==> src/sv/dpkip_pkg.sv <==
// Package for the DER private key integer parser.
// Holds tag values, parser phase and role codes, result kinds, error codes and the result type.
// Depends on nothing; all files but the two channel interfaces import it.
package dpkip_pkg;

	// DER tags and the long-form length marker.
	localparam logic [7:0] TAG_SEQ       = 8'h30;
	localparam logic [7:0] TAG_INT       = 8'h02;
	localparam logic [7:0] LONG_FORM_BIT = 8'h80;

	// Integer counts per key kind.
	localparam logic       KEY_RSA       = 1'b0;
	localparam logic [4:0] RSA_INT_COUNT = 5'd8;
	localparam logic [4:0] DSA_INT_COUNT = 5'd5;

	// Parser phases.
	localparam logic [2:0] PH_IDLE      = 3'd0;
	localparam logic [2:0] PH_TAG       = 3'd1;
	localparam logic [2:0] PH_LEN_FIRST = 3'd2;
	localparam logic [2:0] PH_LEN_MORE  = 3'd3;
	localparam logic [2:0] PH_VERSION   = 3'd4;
	localparam logic [2:0] PH_CONTENT   = 3'd5;

	// Which header is being parsed.
	localparam logic [1:0] ROLE_SEQ = 2'd0;
	localparam logic [1:0] ROLE_VER = 2'd1;
	localparam logic [1:0] ROLE_INT = 2'd2;

	// Result kinds.
	localparam logic [1:0] KIND_CONTENT = 2'd0;
	localparam logic [1:0] KIND_DONE    = 2'd1;
	localparam logic [1:0] KIND_ERROR   = 2'd2;

	// Error codes.
	localparam logic [2:0] ERR_NONE        = 3'd0;
	localparam logic [2:0] ERR_NO_SEQUENCE = 3'd1;
	localparam logic [2:0] ERR_VER_HEADER  = 3'd2;
	localparam logic [2:0] ERR_BAD_VERSION = 3'd3;
	localparam logic [2:0] ERR_NOT_INT     = 3'd4;
	localparam logic [2:0] ERR_LEN_FORM    = 3'd5;

	// Configuration register indexes.
	localparam logic CFG_KEY_KIND = 1'b0;
	localparam logic CFG_VERSION  = 1'b1;

	// One result item.
	typedef struct packed {
		logic [1:0] kind;
		logic [2:0] field_index;
		logic [7:0] out_byte;
		logic       byte_valid;
		logic       last_in_field;
		logic [2:0] error_code;
	} dpkip_result_t;

	// What one parsed byte produces.
	typedef struct packed {
		logic          emit;
		dpkip_result_t res;
	} dpkip_step_t;

endpackage

==> src/sv/dpkip_in_if.sv <==
// Byte input channel of the DER private key integer parser.
// Carries valid, ready and one blob byte with its start mark; no package dependency.
interface dpkip_in_if;
	logic       valid;
	logic       ready;
	logic       first_byte;
	logic [7:0] in_byte;

	modport source (output valid, output first_byte, output in_byte, input ready);
	modport sink (input valid, input first_byte, input in_byte, output ready);
endinterface

==> src/sv/dpkip_out_if.sv <==
// Result output channel of the DER private key integer parser.
// Carries valid, ready and the fields of one result; no package dependency.
interface dpkip_out_if;
	logic       valid;
	logic       ready;
	logic [1:0] kind;
	logic [2:0] field_index;
	logic [7:0] out_byte;
	logic       byte_valid;
	logic       last_in_field;
	logic [2:0] error_code;

	modport source (output valid, output kind, output field_index, output out_byte,
		output byte_valid, output last_in_field, output error_code, input ready);
	modport sink (input valid, input kind, input field_index, input out_byte,
		input byte_valid, input last_in_field, input error_code, output ready);
endinterface

==> src/sv/dpkip_core.sv <==
// Parser state machine: consumes one DER byte per step and decides the result for it.
// Depends on dpkip_pkg for codes and the step result type.
module dpkip_core
	import dpkip_pkg::*;
#(
	parameter int LENGTH_WIDTH = 32
) (
	input  logic        clk,
	input  logic        arst_n,
	input  logic        step,
	input  logic        first_byte,
	input  logic [7:0]  in_byte,
	input  logic        key_kind,
	input  logic [7:0]  version_value,
	output dpkip_step_t outcome
);

	logic [2:0]              phase_q, phase_n, ph;
	logic [1:0]              role_q, role_n, role;
	logic [2:0]              left_q, left_n, left;
	logic [LENGTH_WIDTH-1:0] len_q, len_n, len;
	logic [3:0]              fc_q, fc_n, fc;
	logic [LENGTH_WIDTH+7:0] shifted;
	logic                    hdr_end, fin, fail;
	logic [7:0]              fin_byte;
	logic                    fin_valid;
	logic [2:0]              fail_code;
	logic [4:0]              need;
	logic [2:0]              nb;

	// A first byte restarts the blob before the byte is parsed.
	always_comb begin
		ph   = first_byte ? PH_TAG : phase_q;
		role = first_byte ? ROLE_SEQ : role_q;
		left = first_byte ? 3'd0 : left_q;
		len  = first_byte ? '0 : len_q;
		fc   = first_byte ? 4'd0 : fc_q;
	end

	assign shifted = {len, in_byte};
	assign need    = (key_kind == KEY_RSA) ? RSA_INT_COUNT : DSA_INT_COUNT;
	assign nb      = in_byte[2:0];

	// Next state and result for the current byte.
	always_comb begin
		phase_n   = ph;
		role_n    = role;
		left_n    = left;
		len_n     = len;
		fc_n      = fc;
		hdr_end   = 1'b0;
		fin       = 1'b0;
		fin_byte  = 8'd0;
		fin_valid = 1'b0;
		fail      = 1'b0;
		fail_code = ERR_NONE;
		outcome   = '0;

		unique case (ph)
			PH_TAG: begin
				phase_n = PH_LEN_FIRST;
				if (role == ROLE_SEQ && in_byte != TAG_SEQ) begin
					fail = 1'b1;
					fail_code = ERR_NO_SEQUENCE;
				end else if (role == ROLE_VER && in_byte != TAG_INT) begin
					fail = 1'b1;
					fail_code = ERR_VER_HEADER;
				end else if (role == ROLE_INT && in_byte != TAG_INT) begin
					fail = 1'b1;
					fail_code = ERR_NOT_INT;
				end
			end
			PH_LEN_FIRST: begin
				if ((in_byte & LONG_FORM_BIT) != 8'd0) begin
					// Long form: only one, two or four length bytes are legal.
					if (in_byte[6:3] != 4'd0 || (nb != 3'd1 && nb != 3'd2 && nb != 3'd4)) begin
						fail = 1'b1;
						fail_code = ERR_LEN_FORM;
					end else begin
						left_n  = nb;
						len_n   = '0;
						phase_n = PH_LEN_MORE;
					end
				end else begin
					len_n   = LENGTH_WIDTH'(in_byte);
					hdr_end = 1'b1;
				end
			end
			PH_LEN_MORE: begin
				len_n  = shifted[LENGTH_WIDTH-1:0];
				left_n = left - 3'd1;
				if (left_n == 3'd0) begin
					hdr_end = 1'b1;
				end
			end
			PH_VERSION: begin
				if (in_byte != version_value) begin
					fail = 1'b1;
					fail_code = ERR_BAD_VERSION;
				end else begin
					role_n  = ROLE_INT;
					fc_n    = 4'd0;
					phase_n = PH_TAG;
				end
			end
			PH_CONTENT: begin
				len_n = len - LENGTH_WIDTH'(1);
				if (len_n == '0) begin
					fin       = 1'b1;
					fin_byte  = in_byte;
					fin_valid = 1'b1;
				end else begin
					outcome.emit              = 1'b1;
					outcome.res.kind          = KIND_CONTENT;
					outcome.res.field_index   = fc[2:0];
					outcome.res.out_byte      = in_byte;
					outcome.res.byte_valid    = 1'b1;
					outcome.res.last_in_field = 1'b0;
					outcome.res.error_code    = ERR_NONE;
				end
			end
			default: begin
				phase_n = PH_IDLE;
			end
		endcase

		// A complete header: advance depending on which header it was.
		if (hdr_end) begin
			unique case (role)
				ROLE_SEQ: begin
					role_n  = ROLE_VER;
					phase_n = PH_TAG;
				end
				ROLE_VER: begin
					if (len_n != LENGTH_WIDTH'(1)) begin
						fail = 1'b1;
						fail_code = ERR_VER_HEADER;
					end else begin
						phase_n = PH_VERSION;
					end
				end
				default: begin
					if (len_n == '0) begin
						fin = 1'b1;
					end else begin
						phase_n = PH_CONTENT;
					end
				end
			endcase
		end

		// Last result of an integer; the final integer reports done instead.
		if (fin) begin
			outcome.emit              = 1'b1;
			outcome.res.field_index   = fc[2:0];
			outcome.res.out_byte      = fin_byte;
			outcome.res.byte_valid    = fin_valid;
			outcome.res.last_in_field = 1'b1;
			outcome.res.error_code    = ERR_NONE;
			if ({1'b0, fc} + 5'd1 >= need) begin
				outcome.res.kind = KIND_DONE;
				phase_n = PH_IDLE;
			end else begin
				outcome.res.kind = KIND_CONTENT;
				fc_n    = fc + 4'd1;
				phase_n = PH_TAG;
			end
		end

		// Any error ends the blob.
		if (fail) begin
			outcome.emit              = 1'b1;
			outcome.res.kind          = KIND_ERROR;
			outcome.res.field_index   = fc[2:0];
			outcome.res.out_byte      = 8'd0;
			outcome.res.byte_valid    = 1'b0;
			outcome.res.last_in_field = 1'b0;
			outcome.res.error_code    = fail_code;
			phase_n = PH_IDLE;
		end
	end

	// Parser state registers advance only on an accepted byte.
	always_ff @(posedge clk or negedge arst_n) begin
		if (!arst_n) begin
			phase_q <= PH_IDLE;
			role_q  <= ROLE_SEQ;
			left_q  <= 3'd0;
			len_q   <= '0;
			fc_q    <= 4'd0;
		end else if (step) begin
			phase_q <= phase_n;
			role_q  <= role_n;
			left_q  <= left_n;
			len_q   <= len_n;
			fc_q    <= fc_n;
		end
	end

endmodule

==> src/sv/der_private_key_integer_parser_top.sv <==
// A result is registered and appears on the output channel in the cycle after the byte that causes it.
// Throughput: one byte per cycle; the output register takes a new result in the cycle
// its old one is taken, so input ready is low only while an unaccepted result is held.
// Reset (arst_n, asynchronous): parser idle, configuration registers zero, no result held.
// Depends on dpkip_pkg, dpkip_in_if, dpkip_out_if and dpkip_core.
module der_private_key_integer_parser_top
	import dpkip_pkg::*;
#(
	parameter int LENGTH_WIDTH = 32
) (
	input  logic        clk,
	input  logic        arst_n,
	dpkip_in_if.sink    blob,
	dpkip_out_if.source fields,
	input  logic        cfg_we,
	input  logic        cfg_index,
	input  logic [7:0]  cfg_data
);

	logic          key_kind_q;
	logic [7:0]    version_q;
	logic          out_valid_q;
	dpkip_result_t out_res_q;
	dpkip_step_t   outcome;
	logic          accept;

	// Configuration registers.
	always_ff @(posedge clk or negedge arst_n) begin
		if (!arst_n) begin
			key_kind_q <= 1'b0;
			version_q  <= 8'd0;
		end else if (cfg_we) begin
			unique case (cfg_index)
				CFG_KEY_KIND: key_kind_q <= cfg_data[0];
				CFG_VERSION:  version_q  <= cfg_data;
				default:      key_kind_q <= key_kind_q;
			endcase
		end
	end

	// A byte is taken whenever the output register is free or being emptied.
	assign blob.ready = !out_valid_q || fields.ready;
	assign accept     = blob.valid && blob.ready;

	dpkip_core #(
		.LENGTH_WIDTH(LENGTH_WIDTH)
	) u_core (
		.clk          (clk),
		.arst_n       (arst_n),
		.step         (accept),
		.first_byte   (blob.first_byte),
		.in_byte      (blob.in_byte),
		.key_kind     (key_kind_q),
		.version_value(version_q),
		.outcome      (outcome)
	);

	// Output register valid flag.
	always_ff @(posedge clk or negedge arst_n) begin
		if (!arst_n) begin
			out_valid_q <= 1'b0;
		end else if (accept) begin
			out_valid_q <= outcome.emit;
		end else if (fields.ready) begin
			out_valid_q <= 1'b0;
		end
	end

	// Output register payload.
	always_ff @(posedge clk) begin
		if (accept && outcome.emit) begin
			out_res_q <= outcome.res;
		end
	end

	assign fields.valid         = out_valid_q;
	assign fields.kind          = out_res_q.kind;
	assign fields.field_index   = out_res_q.field_index;
	assign fields.out_byte      = out_res_q.out_byte;
	assign fields.byte_valid    = out_res_q.byte_valid;
	assign fields.last_in_field = out_res_q.last_in_field;
	assign fields.error_code    = out_res_q.error_code;

endmodule

==> src/flat_wrapper.sv <==
// flat-port wrapper written by rule: the top's interface ports become plain ports
module der_private_key_integer_parser_top_flat import dpkip_pkg::*;
#(
	parameter int LENGTH_WIDTH = 32
)
  (clk, arst_n, cfg_we, cfg_index, cfg_data, blob_valid, blob_first_byte, blob_in_byte, blob_ready, fields_valid, fields_kind, fields_field_index, fields_out_byte, fields_byte_valid, fields_last_in_field, fields_error_code, fields_ready);
  dpkip_in_if blob_i ();
  dpkip_out_if fields_i ();
  input  logic clk;
  input  logic arst_n;
  input  logic cfg_we;
  input  logic cfg_index;
  input  logic [7:0] cfg_data;
  input wire logic [$bits(blob_i.valid)-1:0] blob_valid;
  input wire logic [$bits(blob_i.first_byte)-1:0] blob_first_byte;
  input wire logic [$bits(blob_i.in_byte)-1:0] blob_in_byte;
  output wire logic [$bits(blob_i.ready)-1:0] blob_ready;
  output wire logic [$bits(fields_i.valid)-1:0] fields_valid;
  output wire logic [$bits(fields_i.kind)-1:0] fields_kind;
  output wire logic [$bits(fields_i.field_index)-1:0] fields_field_index;
  output wire logic [$bits(fields_i.out_byte)-1:0] fields_out_byte;
  output wire logic [$bits(fields_i.byte_valid)-1:0] fields_byte_valid;
  output wire logic [$bits(fields_i.last_in_field)-1:0] fields_last_in_field;
  output wire logic [$bits(fields_i.error_code)-1:0] fields_error_code;
  input wire logic [$bits(fields_i.ready)-1:0] fields_ready;
  assign blob_i.valid = blob_valid;
  assign blob_i.first_byte = blob_first_byte;
  assign blob_i.in_byte = blob_in_byte;
  assign blob_ready = blob_i.ready;
  assign fields_valid = fields_i.valid;
  assign fields_kind = fields_i.kind;
  assign fields_field_index = fields_i.field_index;
  assign fields_out_byte = fields_i.out_byte;
  assign fields_byte_valid = fields_i.byte_valid;
  assign fields_last_in_field = fields_i.last_in_field;
  assign fields_error_code = fields_i.error_code;
  assign fields_i.ready = fields_ready;
  der_private_key_integer_parser_top #(.LENGTH_WIDTH(LENGTH_WIDTH)) u_core (.clk(clk), .arst_n(arst_n), .blob(blob_i), .fields(fields_i), .cfg_we(cfg_we), .cfg_index(cfg_index), .cfg_data(cfg_data));
endmodule
==> config.mk <==
export PLATFORM = sky130hd
export DESIGN_NAME = der_private_key_integer_parser_top_flat
export DESIGN_NICKNAME = d
export VERILOG_FILES = /design/src/sv/dpkip_pkg.sv /design/src/sv/dpkip_in_if.sv /design/src/sv/dpkip_out_if.sv /design/src/sv/dpkip_core.sv /design/src/sv/der_private_key_integer_parser_top.sv /design/src/flat_wrapper.sv
export SDC_FILE = /design/constraint.sdc
export NUM_CORES = 1
export LEC_CHECK = 0
export BUFFER_PORTS_ARGS = -buffer_cell sky130_fd_sc_hd__buf_2
export CAP_MARGIN = 25
export CELL_PAD_IN_SITES_DETAIL_PLACEMENT = 0
export CELL_PAD_IN_SITES_GLOBAL_PLACEMENT = 1
export CORE_ASPECT_RATIO = 1.25
export CORE_UTILIZATION = 45
export CTS_BUF_LIST = sky130_fd_sc_hd__clkbuf_2 sky130_fd_sc_hd__clkbuf_4 sky130_fd_sc_hd__clkbuf_8
export CTS_CLUSTER_DIAMETER = 80
export DETAILED_ROUTE_END_ITERATION = 16
export PLACE_DENSITY_LB_ADDON = 0.1
export SLEW_MARGIN = 30
export SYNTH_ARGS = -nofsm -noshare
export SYNTH_HDL_FRONTEND = slang
export SYNTH_SLANG_ARGS = --single-unit
==> constraint.sdc <==
create_clock -name clk -period 9.3 [get_ports clk]
set_input_delay 1.86 -clock clk [delete_from_list [all_inputs] [get_ports clk]]
set_output_delay 1.86 -clock clk [all_outputs]
set_load 0.02 [all_outputs]
Yosys cells after proc, flatten, opt, wreduce, memory -nomap -nowiden
Cells that the tools add are included.
{ "totals": {"reg_bits": 72, "inputBits": 23, "word_cells": 122, "out_inout_bits": 20} }
{ "op_classes": {"magnitude_cmp": 1, "add_sub_neg": 4, "reduce_logical": 20, "bitwise_logic": 1, "eq_ne": 14, "mux": 68} }
{ "ops": {"columns": ["operator", "count"], "rows": [
  ["32-bit 2-to-1 mux", 3],
  ["32-bit one-hot mux with 3 select lines", 1],
  ["19-bit 2-to-1 mux", 4],
  ["32-bit logical NOT", 2],
  ["3-bit 2-to-1 mux", 20],
  ["32-bit by 1-bit inequality test with 1-bit output (second input constant)", 1],
  ["32-bit by 1-bit subtractor with 32-bit output (second input constant)", 1],
  ["4-bit 2-to-1 mux", 6],
  ["1-bit 2-to-1 mux", 20],
  ["8-bit 2-to-1 mux", 2],
  ["2-bit 2-to-1 mux", 6],
  ["3-bit one-hot mux with 2 select lines", 2],
  ["3-bit one-hot mux with 4 select lines", 1],
  ["3-bit one-hot mux with 3 select lines", 1],
  ["8-bit by 2-bit inequality test with 1-bit output (second input constant)", 1],
  ["8-bit by 6-bit inequality test with 1-bit output (second input constant)", 1],
  ["8-bit inequality test", 1],
  ["1-bit logical AND", 7],
  ["3-bit by 2-bit equality test with 1-bit output (second input constant)", 2],
  ["3-bit equality test (second input constant)", 2],
  ["4-bit by 1-bit adder with 5-bit output (second input constant)", 1],
  ["5-bit by 4-bit greater-or-equal comparator with 1-bit output", 1],
  ["4-bit by 1-bit adder with 4-bit output (second input constant)", 1],
  ["2-bit AND reduction", 2],
  ["other kinds (17)", 19]
]} }

Depth between registers and ports, before layout
{ "logic_depth": {"ltp_word": 14, "ltp_mapped": 18, "depth_no_buf": 14} }

Modules after synthesis
From an unflattened synthesis, not the netlist that was laid out.
{ "unflattened": {"hier_cells": 708, "hier_area_um2": 5789.3} }
{ "modules_own_cells": {"columns": ["module", "seq_area_each_um2", "cells_each", "instances", "area_per_inst_um2"], "rows": [
  ["dpkip_core", 1101.1, 664, 1, 4823.4],
  ["der_private_key_integer_parser_top", 790.8, 44, 1, 965.9]
]} }

Least setup slack after synthesis
OpenSTA, ideal clock, no wires.
{ "synth_timing": {"path_kind": "input-to-reg", "from": "in blob_first_byte", "to": "reg u_core.out_res_q, in the netlist u_core.fields.byte_valid (enable)", "path_buffers": 3, "cell_stages": 17, "required_time_ns": 8.907, "slack_ns": 2.930, "setup_ns": 0.393, "arrival_ns": 5.978, "path_cell_list": "inv_1 -> clkbuf_1 -> clkbuf_1 -> buf_1 -> nand2_1 -> ha_1 -> nor4b_1 -> nor2_1 -> o32ai_1 -> a211oi_1 -> nand3_1 -> a2111oi_2 -> nand3_1 -> nand4b_1 -> nor3_1 -> nor3_1 -> nor2_1"} }
{ "synth_via": {"elab_chain_len": 12, "elab_cells_between_ends": 44, "classes_between": "add/sub: 2; eq/ne: 8; mux: 25; reduce/logical: 9"} }
{ "synth_rtl": {"columns": ["item", "line", "rtl"], "rows": [
  ["start: declaration", "flat_wrapper.sv:15", "input wire logic [$bits(blob_i.first_byte)-1:0] blob_first_byte;"],
  ["parallel branches: the longest is 10 deep, another holds 32-bit by 1-bit subtractor with 32-bit output", null, null],
  ["19-bit 2-to-1 mux (*)", "dpkip_core.sv:171", "if (fail) begin"],
  ["1-bit logical AND (*)", "der_private_key_integer_parser_top.sv:71", "if (accept && outcome.emit) begin"],
  ["end signal: assignment", "der_private_key_integer_parser_top.sv:72", "out_res_q <= outcome.res;"],
  ["end: declaration", "der_private_key_integer_parser_top.sv:23", "dpkip_result_t out_res_q;"]
]} }
Mark *: on every way between the ends.
A chain may end at the register's enable or synchronous reset.

Worst setup path after layout
{ "layout_timing": {"from": "in blob_first_byte", "to": "reg u_core.out_res_q, in the netlist u_core.fields.out_byte[0] (enable)"} }
Same word-level chain as after synthesis.

==> run metrics <==
status finished clean; Placed Instances 885; Die Wd 104 um; Core ar. roughly 13000 um^2; post-route clock period utilization 70.2%; wire per inst 22.8 um; total track usage approximately a third; pin count of the biggest net entering global routing 69; Residual DRC 0; CP peak stage delay roughly 0.55 ns; starting density of the core 45.9%; multiplexer share of the synthesized area 2.65%; RSZ-0062 raised after global routing false; number of global-route vias before repair 5776; post-CTS sizing 0; met1 Use GR 37.2%; H-tree levels 3; Slew Viols, Final 0; TritonCTS clock tree done; Fin. Hold Viols 0; Avg Synthesized Cell Area between 7 and 8 um^2; Slowest cell on crit path buf_4; Hold Crit Class reg -> reg; Post-Synth Adder-Cell Area 1.72%; vias per cell 6.54; grt total ovfl 0; worst endpoint required time 9.36 ns; TNS Setup 0 ns; cell leakage power 2.61 nW; Crit Path Category in -> reg; Synth area leaders dfrtp_1, edfxtp_1, nand2_1; Worst-path clk slew 0.08 ns; CP Launch Type input port; most common cell in the synthesized netlist nand2_1; CTS sink count 72; clock root cell clkbuf_8; final net count 759; die height 129 um; max_slew headroom a little over a third; first-pass GRT wire length 32300 um; count of non-filler cells in the finished layout 901; top cell type's share of synthesized area roughly a quarter; post-detailed-route count of antenna-violating nets 0; Area growth syn-to-layout 7.56%; worst slew pin tran 0.954 ns; largest area contributor in the netlist dfrtp_1; most used cell, CP buf_4; Async S/R FF share, synth 75.0%; Worst VDD drop 0.0000934 V; Max Buffers Root-to-Sink 2; initial drt markers 461; Arr. time, crit path between 6 and 7 ns; share of layout cells above drive strength 1 approximately 14%; antenna violations before repair 0; cells along the critical path buf_2, buf_4, inv_1, buf_4, nand2_1, ha_1, nor4b_1, o22ai_1, nor2_1, o21ai_0, a211oi_1, nand4_1, nor4b_1, nand4b_1, nor3_1, nor3_1, nor2_1, buf_4; Final GP Congestion 0.892; Finish-stage setup viols 0; crit path capture type flop; distinct cell type count after synthesis slightly below 80; Setup Buffers After CTS 0; Most Crowded Layer GR met2; I/O Buffers between 40 and 50; Post-Syn Nets 764; Skew-Pair Late Insertion Delay 0.37 ns; GRT met3 Usage 5.33%; crit-path max FO just under 70; max frequency 0.153 GHz; CTS Buf Count 9; Post-synth EDFFs 18; Max Cap Viol 0; final critical-path required period 6.53 ns; met2 usage 54.7%; clock skew roughly 0.016 ns; post-detail-place hpwl 14200 um; Post-Synth Simple-Gate Area 26.5%; main flop type after synthesis dfrtp_1; Yosys warning count 0; sequential-to-total area share from yosys stat about a third; Pre-antenna DRT Iters 5; number of top-level pins 43; Post-Synth XOR/XNOR Area 3.47%; Synth top cells by count nand2_1, o21ai_0, nor2_1, dfrtp_1, clkbuf_1; Die ar. 13400 um^2; Syn Inst Count 733; Vias 5891; Yosys reg bits 72; # rows 46; largest family of logic cells by synthesized area compound AO/OA/AOI/OAI gates; # diodes 0; Post-CTS Hold Buffers 0; pwr dens 208 nW/um^2; Detailed Route WL 20500 um; Mapped Area 5810 um^2; compound-gate portion of the synthesized area 26.7%
==> power breakdown <==
part / total (mW) / switching [mW] / internal, mW
Clock: 0.292 / 0.137 / 0.156
Combinational: 0.582 / 0.386 / 0.196
Sequential: 0.428 / 0.0638 / 0.364
==> placed cells by master, fill, tap and decap left out, types with 11 or more instances in the layout <==
cell      instances
mux2_2           11
and2_1           14
o21ai_0          62
nand3_1          25
nand2_1          92
buf_4            12
nor3_1           29
dfrtp_1          54
xor2_1           15
buf_2            42
edfxtp_1         18
a21oi_1          45
nor4_1           17
nor2_1           60
inv_1            18
==> critical path: cells and delay by family <==
family,cells,cell delay (ns)
simple gates,9,2.35
buf+inv,5,1.27
compound gates,3,0.62
fa+ha+maj,1,0.40
==> flip-flops by register name, indices dropped and copies added, names as in the netlist <==
name / cells
u_core.u_core.role_q: 2
u_core.u_core.phase_q: 3
u_core.u_core.len_q: 32
u_core.u_core.fc_q: 4
u_core.fields.error_code: 3
u_core.fields.valid: 1
u_core.fields.out_byte: 8
u_core.fields.kind: 2
u_core.fields.field_index: 3
u_core.key_kind_q: 1
u_core.version_q: 8
u_core.u_core.left_q: 3
u_core.fields.byte_valid: 1
u_core.fields.last_in_field: 1
==> kinds of logic after synthesis <==
logic type | count (synthesis)
DFF | 72
muxes | 14
AOI/OAI and AO/OA | 224
xor gates and xnor gates | 23
buffers and inverters | 89
adders and majority gates | 8
and+or+nand+nor | 303
==> area by class of cell <==
| type | instances | area [um^2] |
|---|---|---|
| Fill cell | 1282 | 6410 |
| Inverter | 19 | 71.3 |
| Clock inverter | 6 | 90.1 |
| Clock buffer | 10 | 131 |
| Timing Repair Buffer | 54 | 300 |
| Tap cell | 168 | 210 |
| Multi-Input combinational cell | 572 | 3550 |
| Sequential cell | 72 | 1890 |
==> per-stage QoR <==
stage                     setup slack (ns)  utilization [%]  hold slack [ns]  instance area (um^2)  total power [mW]
after global placement                2.57             47.5            0.507                  6020             0.997
after detailed placement              2.50             47.6            0.515                  6020             0.999
after floorplan                       2.93                -            0.472                  5810             0.842
after global routing                  2.49             49.4            0.556                  6250              1.38
final                                 2.77             49.4            0.532                  6250              1.30
after CTS                             2.89             49.3            0.534                  6240              1.29
==> routing by layer <==
layer	wire, um	vias to the layer above
met1	8090	2825
met5	0	-
met2	10100	268
met4	1050	0
li1	-	2715
met3	1290	83
==> final timing paths <==
check / from / to / slack [ns] / cells after the start
max: blob_first_byte / u_core.fields.out_byte[0]$_SDFFCE_PP0P_ / 2.77 / 18
min reg2reg: u_core.version_q[2]$_DFFE_PN0P_ / u_core.version_q[2]$_DFFE_PN0P_ / 0.53 / 1
min in group asynchronous: arst_n / u_core.u_core.len_q[17]$_DFFE_PN0P_ / 1.60 / 2
max reg2reg: u_core.u_core.phase_q[1]$_DFFE_PN0P_ / u_core.fields.out_byte[0]$_SDFFCE_PP0P_ / 4.34 / 12
max in group asynchronous: arst_n / u_core.u_core.len_q[24]$_DFFE_PN0P_ / 7.13 / 2
min: u_core.version_q[2]$_DFFE_PN0P_ / u_core.version_q[2]$_DFFE_PN0P_ / 0.53 / 1
Note: power is estimated with default switching activity, not from simulation.
